$ cat config.mk
export PLATFORM = sky130hd
export DESIGN_NAME = rc_pulse_normalize_spike_reject_flat
export DESIGN_NICKNAME = d
export VERILOG_FILES = /design/src/design/rcpn_pkg.sv /design/src/design/rcpn_if.sv /design/src/design/rc_pulse_normalize_spike_reject.sv /design/src/design/rcpn_cfg.sv /design/src/design/rcpn_div.sv /design/src/design/rcpn_state_mem.sv /design/src/flat_wrapper.sv
export SDC_FILE = /design/constraint.sdc
export NUM_CORES = 1
export LEC_CHECK = 0
export ABC_AREA = 1
export BUFFER_PORTS_ARGS = -buffer_cell sky130_fd_sc_hd__buf_2
export CAP_MARGIN = 0
export CORE_MARGIN = 4
export CORE_UTILIZATION = 50
export CTS_CLUSTER_DIAMETER = 30
export DETAILED_ROUTE_END_ITERATION = 10
export PLACE_DENSITY = 0.67
export SETUP_SLACK_MARGIN = 0.1
export SYNTH_ARGS = -nofsm -noshare
export SYNTH_HDL_FRONTEND = slang
export SYNTH_SLANG_ARGS = --single-unit
$ cat constraint.sdc
create_clock -name clk -period 14.2 [get_ports clk]
set_clock_uncertainty 0.15 [all_clocks]
set_input_delay 1.42 -clock clk [delete_from_list [all_inputs] [get_ports clk]]
set_output_delay 1.42 -clock clk [all_outputs]
set_load 0.03 [all_outputs]
$ cat src/design/rcpn_pkg.sv
`timescale 1ns / 1ps

package rcpn_pkg;

	// channel and field geometry
	localparam int CHANNELS = 9;
	localparam int CH_W = 4;
	localparam int W_W = 16;
	localparam int Z_W = 14;
	localparam int FRAC = 14;
	localparam int NORM_W = 16;
	localparam int IDX_W = (CHANNELS > 1) ? $clog2(CHANNELS) : 1;

	// configuration port
	localparam int APB_AW = 2;
	localparam int APB_DW = 32;
	localparam logic [APB_AW-1:0] ADDR_HALF_MS = 2'd0;
	localparam logic [Z_W-1:0] HALF_MS_RESET = 14'd327;

	// divider geometry: quotient has one integer bit and FRAC fraction bits
	localparam int D_W = Z_W + 1;
	localparam int MAG_W = W_W;
	localparam int REM_W = MAG_W + 1;
	localparam int Q_W = FRAC + 1;
	localparam int DIV_STEPS = Q_W;
	localparam int CNT_W = $clog2(DIV_STEPS + 1);

	// spike threshold: half of full scale
	localparam int DIFF_W = NORM_W + 1;
	localparam logic signed [DIFF_W-1:0] HALF_SCALE = DIFF_W'(1 << (FRAC - 1));

	typedef struct packed {
		logic signed [NORM_W-1:0] prev;
		logic signed [NORM_W-1:0] held;
	} st_entry_t;

	typedef struct packed {
		logic             start;
		logic [MAG_W-1:0] mag;
		logic [D_W-1:0]   divisor;
	} div_req_t;

	typedef struct packed {
		logic           busy;
		logic [Q_W-1:0] quot;
	} div_stat_t;

endpackage

$ cat src/design/rcpn_if.sv
`timescale 1ns / 1ps

interface rcpn_in_if;
	import rcpn_pkg::*;

	logic            valid;
	logic            ready;
	logic [CH_W-1:0] channel;
	logic [W_W-1:0]  pulse_width;

	modport source (output valid, channel, pulse_width, input ready);
	modport sink (input valid, channel, pulse_width, output ready);
endinterface

interface rcpn_out_if;
	import rcpn_pkg::*;

	logic                     valid;
	logic                     ready;
	logic [CH_W-1:0]          out_channel;
	logic                     in_range;
	logic                     accepted;
	logic signed [NORM_W-1:0] normalized;
	logic signed [NORM_W-1:0] held_value;

	modport source (output valid, out_channel, in_range, accepted, normalized, held_value,
		input ready);
	modport sink (input valid, out_channel, in_range, accepted, normalized, held_value,
		output ready);
endinterface

$ cat src/design/rc_pulse_normalize_spike_reject.sv
`timescale 1ns / 1ps

// rc pulse normalizer with spike rejection
// in_ch carries one measured pulse per transfer: a channel index and a width in timer
// counts. out_ch returns exactly one result per input transfer, in order: the channel,
// an in-range flag, an accepted flag, the normalized value (signed q1.14) and the
// channel's held value after this pulse.
// the apb port holds half_ms_counts (z) at byte address 0; pready is always high.
// write it only while no pulse is in flight.
// one pulse is worked on at a time. an in-range pulse passes through the 15-step
// restoring divider that forms (width - 3z) / 2z; an out-of-range pulse or channel
// does not start the divider.
// per-channel previous sample and held value live in a small synchronous ram with
// a registered read; each item reads its entry, and an in-range item then writes it
// back once. items never overlap, so the write always lands before the next read.
// the result waits in an output register: in_ch is ready again while it is unclaimed,
// and a finished item waits in its final step while out_ch is stalled.
// reset clears the ram valid bits (all entries read as zero), the sequencer, the
// output valid and sets z to 327.
module rc_pulse_normalize_spike_reject (
	input  logic                        clk,
	input  logic                        arst_n,
	input  logic                        psel,
	input  logic                        penable,
	input  logic                        pwrite,
	input  logic [rcpn_pkg::APB_AW-1:0] paddr,
	input  logic [rcpn_pkg::APB_DW-1:0] pwdata,
	output logic [rcpn_pkg::APB_DW-1:0] prdata,
	output logic                        pready,
	rcpn_in_if.sink                     in_ch,
	rcpn_out_if.source                  out_ch
);
	import rcpn_pkg::*;

	// sequencer codes
	localparam logic [1:0] ST_IDLE = 2'd0;
	localparam logic [1:0] ST_CHECK = 2'd1;
	localparam logic [1:0] ST_DIV = 2'd2;
	localparam logic [1:0] ST_DONE = 2'd3;

	logic [1:0]      state_q;
	logic [Z_W-1:0]  half_ms_counts;

	// captured item
	logic [CH_W-1:0] ch_q;
	logic [W_W-1:0]  w_q;
	logic [Z_W-1:0]  z_q;
	logic            inr_q;
	logic            neg_q;

	// range check and numerator
	logic            ch_ok;
	logic [Z_W+2:0]  five_z;
	logic [Z_W+2:0]  three_z;
	logic [W_W+1:0]  num;
	logic [W_W+1:0]  num_abs;
	logic            inr;

	div_req_t        div_req;
	div_stat_t       div_stat;
	st_entry_t       rd_data;
	st_entry_t       wr_data;
	logic            rd_en;
	logic            wr_en;
	logic [IDX_W-1:0] idx;

	// final combine
	logic signed [NORM_W-1:0] t_val;
	logic signed [DIFF_W-1:0] diff;
	logic                     acc;
	logic                     out_free;
	logic                     load_out;

	// output register
	logic                     out_valid_q;
	logic [CH_W-1:0]          out_channel_q;
	logic                     in_range_q;
	logic                     accepted_q;
	logic signed [NORM_W-1:0] normalized_q;
	logic signed [NORM_W-1:0] held_value_q;

	rcpn_cfg u_cfg (
		.clk            (clk),
		.arst_n         (arst_n),
		.psel           (psel),
		.penable        (penable),
		.pwrite         (pwrite),
		.paddr          (paddr),
		.pwdata         (pwdata),
		.prdata         (prdata),
		.pready         (pready),
		.half_ms_counts (half_ms_counts)
	);

	assign in_ch.ready = (state_q == ST_IDLE);

	// bounds z and 5z are both inclusive; zero scale rejects everything
	assign ch_ok = ch_q < CH_W'(CHANNELS);
	assign five_z = {1'b0, z_q, 2'b00} + {3'b000, z_q};
	assign three_z = {2'b00, z_q, 1'b0} + {3'b000, z_q};
	assign inr = ch_ok && (z_q != '0) && (w_q >= W_W'(z_q)) &&
		({1'b0, w_q} <= five_z);
	assign num = {2'b00, w_q} - {{(W_W+2-(Z_W+3)){1'b0}}, three_z};
	assign num_abs = num[W_W+1] ? -num : num;

	// channel index is only used for the ram when it names a real channel
	assign idx = ch_ok ? ch_q[IDX_W-1:0] : '0;

	assign div_req.start = (state_q == ST_CHECK) && inr;
	assign div_req.mag = num_abs[MAG_W-1:0];
	assign div_req.divisor = {z_q, 1'b0};

	rcpn_div u_div (
		.clk    (clk),
		.arst_n (arst_n),
		.req    (div_req),
		.stat   (div_stat)
	);

	assign rd_en = (state_q == ST_CHECK);

	rcpn_state_mem u_mem (
		.clk     (clk),
		.arst_n  (arst_n),
		.rd_en   (rd_en),
		.rd_addr (idx),
		.rd_data (rd_data),
		.wr_en   (wr_en),
		.wr_addr (idx),
		.wr_data (wr_data)
	);

	// quotient is at most 1.0, so it fits the signed field after the sign is applied
	assign t_val = neg_q ? -NORM_W'(div_stat.quot) : NORM_W'(div_stat.quot);
	assign diff = DIFF_W'(rd_data.prev) - DIFF_W'(t_val);
	// spike test: strictly within half scale of the previous sample
	assign acc = (diff < HALF_SCALE) && (diff > -HALF_SCALE);

	assign out_free = !out_valid_q || out_ch.ready;
	assign load_out = (state_q == ST_DONE) && out_free;

	// previous sample always follows an in-range pulse, held only when accepted
	assign wr_en = load_out && inr_q;
	assign wr_data.prev = t_val;
	assign wr_data.held = acc ? t_val : rd_data.held;

	always_ff @(posedge clk or negedge arst_n) begin
		if (!arst_n) begin
			state_q <= ST_IDLE;
		end else begin
			case (state_q)
				ST_IDLE: begin
					if (in_ch.valid) begin
						state_q <= ST_CHECK;
					end
				end
				ST_CHECK: begin
					state_q <= ST_DIV;
				end
				ST_DIV: begin
					if (!inr_q || !div_stat.busy) begin
						state_q <= ST_DONE;
					end
				end
				ST_DONE: begin
					if (out_free) begin
						state_q <= ST_IDLE;
					end
				end
				default: begin
					state_q <= ST_IDLE;
				end
			endcase
		end
	end

	always_ff @(posedge clk) begin
		if (in_ch.valid && in_ch.ready) begin
			ch_q <= in_ch.channel;
			w_q <= in_ch.pulse_width;
			z_q <= half_ms_counts;
		end
		if (state_q == ST_CHECK) begin
			inr_q <= inr;
			neg_q <= num[W_W+1];
		end
	end

	always_ff @(posedge clk or negedge arst_n) begin
		if (!arst_n) begin
			out_valid_q <= 1'b0;
		end else if (load_out) begin
			out_valid_q <= 1'b1;
		end else if (out_ch.ready) begin
			out_valid_q <= 1'b0;
		end
	end

	always_ff @(posedge clk) begin
		if (load_out) begin
			out_channel_q <= ch_q;
			in_range_q <= inr_q;
			accepted_q <= inr_q && acc;
			normalized_q <= inr_q ? t_val : '0;
			if (!ch_ok) begin
				held_value_q <= '0;
			end else if (inr_q && acc) begin
				held_value_q <= t_val;
			end else begin
				held_value_q <= rd_data.held;
			end
		end
	end

	assign out_ch.valid = out_valid_q;
	assign out_ch.out_channel = out_channel_q;
	assign out_ch.in_range = in_range_q;
	assign out_ch.accepted = accepted_q;
	assign out_ch.normalized = normalized_q;
	assign out_ch.held_value = held_value_q;
endmodule

$ cat src/design/rcpn_cfg.sv
`timescale 1ns / 1ps

module rcpn_cfg (
	input  logic                         clk,
	input  logic                         arst_n,
	input  logic                         psel,
	input  logic                         penable,
	input  logic                         pwrite,
	input  logic [rcpn_pkg::APB_AW-1:0]  paddr,
	input  logic [rcpn_pkg::APB_DW-1:0]  pwdata,
	output logic [rcpn_pkg::APB_DW-1:0]  prdata,
	output logic                         pready,
	output logic [rcpn_pkg::Z_W-1:0]     half_ms_counts
);
	import rcpn_pkg::*;

	logic [Z_W-1:0] half_ms_q;

	assign pready = 1'b1;

	always_ff @(posedge clk or negedge arst_n) begin
		if (!arst_n) begin
			half_ms_q <= HALF_MS_RESET;
		end else if (psel && penable && pwrite && pready && paddr == ADDR_HALF_MS) begin
			half_ms_q <= pwdata[Z_W-1:0];
		end
	end

	always_comb begin
		prdata = '0;
		if (paddr == ADDR_HALF_MS) begin
			prdata = {{(APB_DW-Z_W){1'b0}}, half_ms_q};
		end
	end

	assign half_ms_counts = half_ms_q;
endmodule

$ cat src/design/rcpn_div.sv
`timescale 1ns / 1ps

module rcpn_div (
	input  logic                clk,
	input  logic                arst_n,
	input  rcpn_pkg::div_req_t  req,
	output rcpn_pkg::div_stat_t stat
);
	import rcpn_pkg::*;

	logic [REM_W-1:0] rem_q;
	logic [Q_W-1:0]   quot_q;
	logic [D_W-1:0]   d_q;
	logic [CNT_W-1:0] cnt_q;
	logic             busy_q;
	logic [REM_W-1:0] trial;
	logic [REM_W-1:0] d_ext;
	logic             ge;

	// first step takes the integer bit, later steps shift in a zero
	assign trial = (cnt_q == '0) ? rem_q : {rem_q[REM_W-2:0], 1'b0};
	assign d_ext = {{(REM_W-D_W){1'b0}}, d_q};
	assign ge = trial >= d_ext;

	always_ff @(posedge clk or negedge arst_n) begin
		if (!arst_n) begin
			busy_q <= 1'b0;
			cnt_q <= '0;
		end else if (req.start) begin
			busy_q <= 1'b1;
			cnt_q <= '0;
		end else if (busy_q) begin
			if (cnt_q == CNT_W'(DIV_STEPS - 1)) begin
				busy_q <= 1'b0;
			end
			cnt_q <= cnt_q + 1'b1;
		end
	end

	always_ff @(posedge clk) begin
		if (req.start) begin
			rem_q <= {{(REM_W-MAG_W){1'b0}}, req.mag};
			d_q <= req.divisor;
			quot_q <= '0;
		end else if (busy_q) begin
			rem_q <= ge ? trial - d_ext : trial;
			quot_q <= {quot_q[Q_W-2:0], ge};
		end
	end

	assign stat.busy = busy_q;
	assign stat.quot = quot_q;
endmodule

$ cat src/design/rcpn_state_mem.sv
`timescale 1ns / 1ps

module rcpn_state_mem (
	input  logic                      clk,
	input  logic                      arst_n,
	input  logic                      rd_en,
	input  logic [rcpn_pkg::IDX_W-1:0] rd_addr,
	output rcpn_pkg::st_entry_t       rd_data,
	input  logic                      wr_en,
	input  logic [rcpn_pkg::IDX_W-1:0] wr_addr,
	input  rcpn_pkg::st_entry_t       wr_data
);
	import rcpn_pkg::*;

	st_entry_t           mem [CHANNELS];
	logic [CHANNELS-1:0] vld_q;
	st_entry_t           rd_q;
	logic                rd_vld_q;

	// per-entry valid bits stand in for clearing the array at reset
	always_ff @(posedge clk or negedge arst_n) begin
		if (!arst_n) begin
			vld_q <= '0;
		end else if (wr_en) begin
			vld_q[wr_addr] <= 1'b1;
		end
	end

	always_ff @(posedge clk or negedge arst_n) begin
		if (!arst_n) begin
			rd_vld_q <= 1'b0;
		end else if (rd_en) begin
			rd_vld_q <= vld_q[rd_addr];
		end
	end

	always_ff @(posedge clk) begin
		if (wr_en) begin
			mem[wr_addr] <= wr_data;
		end
		if (rd_en) begin
			rd_q <= mem[rd_addr];
		end
	end

	assign rd_data = rd_vld_q ? rd_q : '0;
endmodule

$ cat src/flat_wrapper.sv
// flat-port wrapper written by rule: the top's interface ports become plain ports
module rc_pulse_normalize_spike_reject_flat import rcpn_pkg::*;
  (clk, arst_n, psel, penable, pwrite, paddr, pwdata, prdata, pready, in_ch_valid, in_ch_channel, in_ch_pulse_width, in_ch_ready, out_ch_valid, out_ch_out_channel, out_ch_in_range, out_ch_accepted, out_ch_normalized, out_ch_held_value, out_ch_ready);
  rcpn_in_if in_ch_i ();
  rcpn_out_if out_ch_i ();
  input  logic clk;
  input  logic arst_n;
  input  logic psel;
  input  logic penable;
  input  logic pwrite;
  input  logic [rcpn_pkg::APB_AW-1:0] paddr;
  input  logic [rcpn_pkg::APB_DW-1:0] pwdata;
  output logic [rcpn_pkg::APB_DW-1:0] prdata;
  output logic pready;
  input wire logic [$bits(in_ch_i.valid)-1:0] in_ch_valid;
  input wire logic [$bits(in_ch_i.channel)-1:0] in_ch_channel;
  input wire logic [$bits(in_ch_i.pulse_width)-1:0] in_ch_pulse_width;
  output wire logic [$bits(in_ch_i.ready)-1:0] in_ch_ready;
  output wire logic [$bits(out_ch_i.valid)-1:0] out_ch_valid;
  output wire logic [$bits(out_ch_i.out_channel)-1:0] out_ch_out_channel;
  output wire logic [$bits(out_ch_i.in_range)-1:0] out_ch_in_range;
  output wire logic [$bits(out_ch_i.accepted)-1:0] out_ch_accepted;
  output wire logic [$bits(out_ch_i.normalized)-1:0] out_ch_normalized;
  output wire logic [$bits(out_ch_i.held_value)-1:0] out_ch_held_value;
  input wire logic [$bits(out_ch_i.ready)-1:0] out_ch_ready;
  assign in_ch_i.valid = in_ch_valid;
  assign in_ch_i.channel = in_ch_channel;
  assign in_ch_i.pulse_width = in_ch_pulse_width;
  assign in_ch_ready = in_ch_i.ready;
  assign out_ch_valid = out_ch_i.valid;
  assign out_ch_out_channel = out_ch_i.out_channel;
  assign out_ch_in_range = out_ch_i.in_range;
  assign out_ch_accepted = out_ch_i.accepted;
  assign out_ch_normalized = out_ch_i.normalized;
  assign out_ch_held_value = out_ch_i.held_value;
  assign out_ch_i.ready = out_ch_ready;
  rc_pulse_normalize_spike_reject u_core (.clk(clk), .arst_n(arst_n), .psel(psel), .penable(penable), .pwrite(pwrite), .paddr(paddr), .pwdata(pwdata), .prdata(prdata), .pready(pready), .in_ch(in_ch_i), .out_ch(out_ch_i));
endmodule
; Word level (Yosys, flattened, before mapping)
; Memories as Yosys holds them, arrays and structs flattened. A register that Yosys moved wholly into a read port is not among the register bits.
; Cells that the tools add are included.
[op_classes]
addsub = 8
magnitude_cmp = 8
eq_ne = 7
muxes = 28
bitwise = 1
reduce_logical = 25
[ops]
columns = cell, count
row1 = $mux W16, 6
row2 = $mux W17, 2
row3 = $sub A16 B16 Y17, 2
row4 = $mux W32, 1
row5 = $add A16 B14 Y17, 1
row6 = $ge A17 B15 Y1, 1
row7 = $gt A17 B14 Y1 const B, 1
row8 = $le A16 B17 Y1, 1
row9 = $lt A17 B15 Y1 const B, 1
row10 = $sub A17 B15 Y17, 1
row11 = $add A15 B14 Y16, 1
row12 = $ge A16 B14 Y1, 1
row13 = $neg A15 Y16, 1
row14 = $neg A16 Y16, 1
row15 = $mux W14, 1
row16 = $reduce_bool A14 Y1, 1
row17 = $logic_and A1 B1 Y1, 13
row18 = $mux W4, 3
row19 = $mux W1, 9
row20 = $or A9 B9 Y9, 1
row21 = $pmux W2 S4, 1
row22 = $mux W2, 3
row23 = $lt A4 B5 Y1 const B, 1
row24 = $add A4 B1 Y4 const B, 1
row25 = 15 further kinds, 22
[word_totals]
ff_bits = 152
ram_bits = 288
input_bits = 61
memories = 1
[mem_list]
columns = name, depth, word_bits, rd, rd_ports_with_merged_regs, write_ports, line_no
row1 = u_core.u_mem.mem, 9, 32, 1, 1, 1, rcpn_state_mem.sv:15  ; st_entry_t mem [CHANNELS];

; Longest topological paths before layout
[depth]
depth_word = 7
mapped_depth = 31
ltp_nobuf = 30

; By module
; Synthesis repeated with hierarchy kept, for this count alone.
[hier_totals]
cells_unflattened = 2546
area_unflattened_um2 = 24737.5
[modules_own_cells]
columns = mod, n_inst, cells_each, area_per_inst_um2
row1 = rcpn_state_mem, 1, 1027, 13052.5
row2 = rc_pulse_normalize_spike_reject, 1, 925, 7300.8
row3 = rcpn_div, 1, 479, 3510.9
row4 = rcpn_cfg, 1, 115, 873.3

; Least setup slack after synthesis
; Ideal clock, no wire load.
[synth_path]
kind = register -> register
start = register u_core.z_q[0]
end = register u_core.u_div.rem_q[0] (enable)
setup_time_ps = 372
arrival_time_ps = 4140
required_time_ps = 13678
setup_slack_ps = 9538
stages_incl_launch_ff = 26
path_buffers = 2
synth_period_minus_slack_ps = 4662
path_cell_list = edfxtp_1 ha_1 fa_1 nand2_1 nand2_1 a21oi_1 nor2_1 o21ai_0 nand2_1 a21o_1 a21oi_1 o21ai_0 a21oi_1 o21ai_0 xor2_1 ha_1 nand2_1 inv_1 nand4_1 o2111ai_1 inv_1 nor2_1 nand2_1 buf_2 buf_1 nand2_1
[synth_between]
elab_chain_cells = 6
[synth_rtl]
columns = element, line_no
row1 = "start, declared", rc_pulse_normalize_spike_reject.sv:47  ; logic [Z_W-1:0] z_q;
row2 = "start signal, assigned", rc_pulse_normalize_spike_reject.sv:181  ; z_q <= half_ms_counts;
row3 = "parallel branches: the longest is 3 deep, another holds $add A16 B14 Y17", n/a
row4 = $logic_and A1 B1 Y1 (*), rc_pulse_normalize_spike_reject.sv:101  ; assign inr = ch_ok && (z_q != '0) && (w_q >= W_W'(z_q)) &&
row5 = net u_core.inr, rc_pulse_normalize_spike_reject.sv:57  ; logic inr;
row6 = $logic_and A1 B1 Y1 (*), rc_pulse_normalize_spike_reject.sv:109  ; assign div_req.start = (state_q == ST_CHECK) && inr;
row7 = $reduce_bool A2 Y1 (no line) (*), n/a
row8 = "end signal, assigned", rcpn_div.sv:42  ; rem_q <= {{(REM_W-MAG_W){1'b0}}, req.mag};
row9 = "end signal, assigned", rcpn_div.sv:46  ; rem_q <= ge ? trial - d_ext : trial;
row10 = "end, declared", rcpn_div.sv:11  ; logic [REM_W-1:0] rem_q;
; Mark *: on every way through the listed nets, which the timed path passes.
; A chain may end at the register's enable or synchronous reset.

; Final worst setup path
[layout_path]
start = register u_core.z_q[2]
end = register u_core.u_div.rem_q[2] (enable)
; Same word-level chain as after synthesis.

==> results.md <==
- The number of setup violations in the final report is 0.
- The clock root buffer is clkbuf_16.
- The die footprint is 49500 µm².
- Net switching is 38.1% of the power.
- For met1 alone, demand over resource in global routing was 31.1%.
- The worst-case setup slack after placement is 8.80 ns.
- The die height is 223 µm.
- Yosys mapped a number of flops with a built-in enable equal to 424.
- The endpoint class of the critical path is a flop.
- In the finished design, the share of the clock period the worst path needs comes to 38.3%.
- The sequential area share after synthesis is 60.2%.
- The number of global-route vias before repair came to 16000.
- The die outline width is 223 µm.
- For this run, the leading register cell type out of synthesis is edfxtp_1.
- The class of the worst hold path is reg2reg.
- Measured on the finished design, the core utilization comes to 60.3%.
- The weighted congestion reported at the end of routability-driven placement is 0.867.
- The tool flagged a number of max-cap violations equal to 0.
- The actual transition at the worst max-transition pin is 1.12 ns.
- Global routing consumed, on the met3 layer, 3.95% of the routing resources.
- The final layout contains 2442 nets.
- Across the whole layout, storage elements account for 13900 µm².
- In the final routed layout, each cell accounts on average for 19.1 µm.
- The first detailed-routing pass took 5 iterations.
- The combinational power share is 37.2%.
- The later pin in the worst-skew pair is clocked with a latency of 0.64 ns.
- The clock transition time at the flip-flop clock pins of the worst setup and hold paths is 0.05 ns.
- TritonCTS built the clock tree.
- The number of gates resized after CTS was 0.
- From synthesis to final layout, the design area changed by 19.1%.
- Sorting the synthesized cells by area gives the leading types as edfxtp_1, nand2_1, ha_1, inv_1, dfrtp_1.
- Summed over all nets, the switching power comes to 0.00272 W.
- The post-route total power is 0.00713 W.
- The H-tree generated during clock tree synthesis spans 3 levels.
- In this run the worst path has a maximum fanout of 49.
- The leakage power summed over all cells is 11.4 nW.
- Synthesis produced 2114 cells.
- In this run the core area contains 78 standard-cell rows.
- The via-per-instance ratio is 5.49.
- In this run, flip-flops and latches consume 31.5% of the power.
- The element type at the critical path start is a flop.
- Port buffering added 96 buffers.
- The power per unit of standard cell area is 260 nW/µm².
- The portion of synthesized cell area occupied by the leading cell type is 55.3%.
- The post-route worst setup slack is 8.77 ns.
- The headroom to the max-slew limit is 24.8%.
- The clock net in this run drives a total of 472 sinks.
- The number of slew-limit violations in the final report was 0.
- No sink is reached through more buffers than the 3 on the longest clock path.
- Setup total negative slack on the finished layout was measured at 0 ns.
- The internal portion of the total power is 0.00441 W.
- The met2 usage is 36.1%.
- Yosys printed 0 warnings.
- After synthesis, the most frequently instantiated cells are nand2_1, edfxtp_1, inv_1.
- Summed over all nets, the half-perimeter wirelength after detailed placement is 34300 µm.
- The clock group share of total power is 31.3%.
- Across the VDD grid, the largest voltage drop is 0.000200 V.
- STA puts the critical path data arrival time at 5.44 ns.
- The residual overflow from global routing is 0.
- In this run, distinct cell masters in the synthesized netlist total 52.
- For this design, the CTS-stage hold fixing added 0 buffers.
- The first global-routing pass estimated 87700 µm of wire.
- The residual DRC count is 0.
- The run finished with clean final reports.
- Synthesis inferred 472 register bits.
- Across all hold checks on the routed design, the worst slack comes to 0.298 ns.
- The peak clock frequency supported by timing is 184 MHz.
- The proportion of synthesized flip-flops having asynchronous set or reset is 6.78%.
- Summing every instance area after synthesis gives 23000 µm².
- The area inside the core boundary is 45500 µm².
- The layer flagged by global routing as most heavily used is met2.
- The starting DRC count in detailed routing is 1455.
- Setup repair after global routing left no endpoint under its margin.
- The initial antenna violation count is 2.
- Entering global routing, the biggest net connects 67 pins.
- The class of the most critical setup path is reg2reg.
- After layout, the minimum clock period comes to 5.43 ns.
- The average footprint of a synthesized cell is 10.9 µm².
- The total CTS buffers is 90.
- In the final layout, the multi-input gates occupy 7950 µm².
- The cell type with the largest total area after synthesis is edfxtp_1.
- In this run the count of I/O pins placed on the die edge is 134.
- For this run, the total global-route usage over all layers was measured as 22.4%.
- The endpoint required time on the critical path is 14.21 ns.
- In the final layout, the share of cells above drive strength 1 is 15.4%.
- The effective utilization at floorplan is 50.6%.
- Fill cells in the final layout number 3610.
- The routed layout has 16100 vias.
- After clock tree synthesis, the setup repair step added 0 buffers.
- The total wire length is 56200 µm.
- The number of failing hold endpoints at the final stage is 0.
- The count of nets left with antenna violations after detail routing is 0.
- The most instantiated library cell after synthesis is nand2_1.
==> cells by family (layout without fill, tap and decap cells) <==
kind of cell	Yosys count	after routing	share of synthesized area, %
AOI/OAI and AO/OA	352	352	9.80
xor gates and xnor gates	59	59	2.25
adders and majority gates	120	120	7.05
buffers and inverters	322	527	5.88
DFF	472	472	60.2
muxes	1	1	0.0435
other	2	21	0.0326
and+or+nand+nor	786	786	14.7
==> critical path, cell delays in order, from the launching register on <==
cell and delay [ns]:
edfxtp_1 0.50, ha_1 0.26, fa_1 0.40, nand2_1 0.07, nand2_1 0.05, a21oi_1 0.19, nor2_1 0.06, o21ai_0 0.16
nand2_1 0.13, a21o_1 0.18, a21oi_1 0.20, o21ai_0 0.18, a21oi_1 0.17, o21ai_0 0.11, xor2_1 0.16, ha_1 0.31
nand2_1 0.05, inv_1 0.07, nand2_1 0.05, nand2_1 0.05, nand2_1 0.04, nand2_1 0.06, o2111ai_1 0.12, inv_1 0.08
nor2_1 0.05, nand2_1 0.05, buf_4 0.44, nand2_1 0.60
==> registers in the layout, summed over array words and instances (netlist names), 2 cells and up <==
signal	cells
u_core.ch_q	4
u_core.out_ch.held_value	16
u_core.out_ch.normalized	16
u_core.out_ch.out_channel	4
u_core.state_q	2
u_core.u_cfg.half_ms_counts	14
u_core.u_div.cnt_q	4
u_core.u_div.d_q	14
u_core.u_div.quot_q	15
u_core.u_div.rem_q	17
u_core.u_mem.mem	288
u_core.u_mem.rd_q	32
u_core.u_mem.vld_q	9
u_core.w_q	16
u_core.z_q	14
==> metrics by stage <==
step                instances  area [µm²]
global route             2938       27400
global placement         2769       24100
finish                   2938       27400
detailed placement       2769       24100
floorplan                2131       23100
CTS                      2936       27400
==> power groups by stage <==
stage               Sequential, W  Combinational [W]  Clock, W
global route              0.00227            0.00297   0.00233
detailed placement        0.00226            0.00261         0
finish                    0.00224            0.00265   0.00223
global placement          0.00226            0.00254         0
CTS                       0.00224            0.00264   0.00225
floorplan                 0.00230            0.00189         0
==> cells in the final DEF (no fill, tap or decap), types with 27 or more instances in the layout <==
cell         n
a22oi_1     66
buf_4       29
a21oi_1    122
xor2_1      38
nand3_1     83
o211ai_1    27
edfxtp_1   424
nor2_1     130
nand2_1    438
nand4_1     50
inv_1      223
ha_1       103
clkbuf_16   91
buf_2       96
o21ai_0     61
nand2_2     27
dfrtp_1     27
a221o_1     32
==> routing by layer <==
layer	vias to the layer above	part of all wire [%]
li1	7698	-
met1	7765	44
met2	551	46
met3	105	6.9
met4	0	2.8
met5	-	0
==> final timing paths <==
path,startpoint,cells past startpoint,to,slack (ns)
worst max-delay path,u_core.z_q[2],27,u_core.u_div.rem_q[2],8.77
min in group asynchronous,arst_n,1,u_core.u_cfg.half_ms_counts[12],0.73
worst max register to register,u_core.z_q[2],27,u_core.u_div.rem_q[2],8.77
worst min-delay path,u_core.u_cfg.half_ms_counts[4],0,u_core.z_q[4],0.30
worst min register to register,u_core.u_cfg.half_ms_counts[4],0,u_core.z_q[4],0.30
max in group asynchronous,arst_n,1,u_core.u_div.cnt_q[1],12.62
==> area by class of cell <==
cell class                 count  share of cell area (%)
multi-input combinational   1337                    29.0
tap                          600                    2.74
sequential                   472                    50.6
timing repair buffer         125                    2.55
inverter                     235                    3.22
antenna                        2                  0.0183
clock inverter                59                    3.06
clock buffer                 108                    8.83
(Power assumes the default switching activity.)
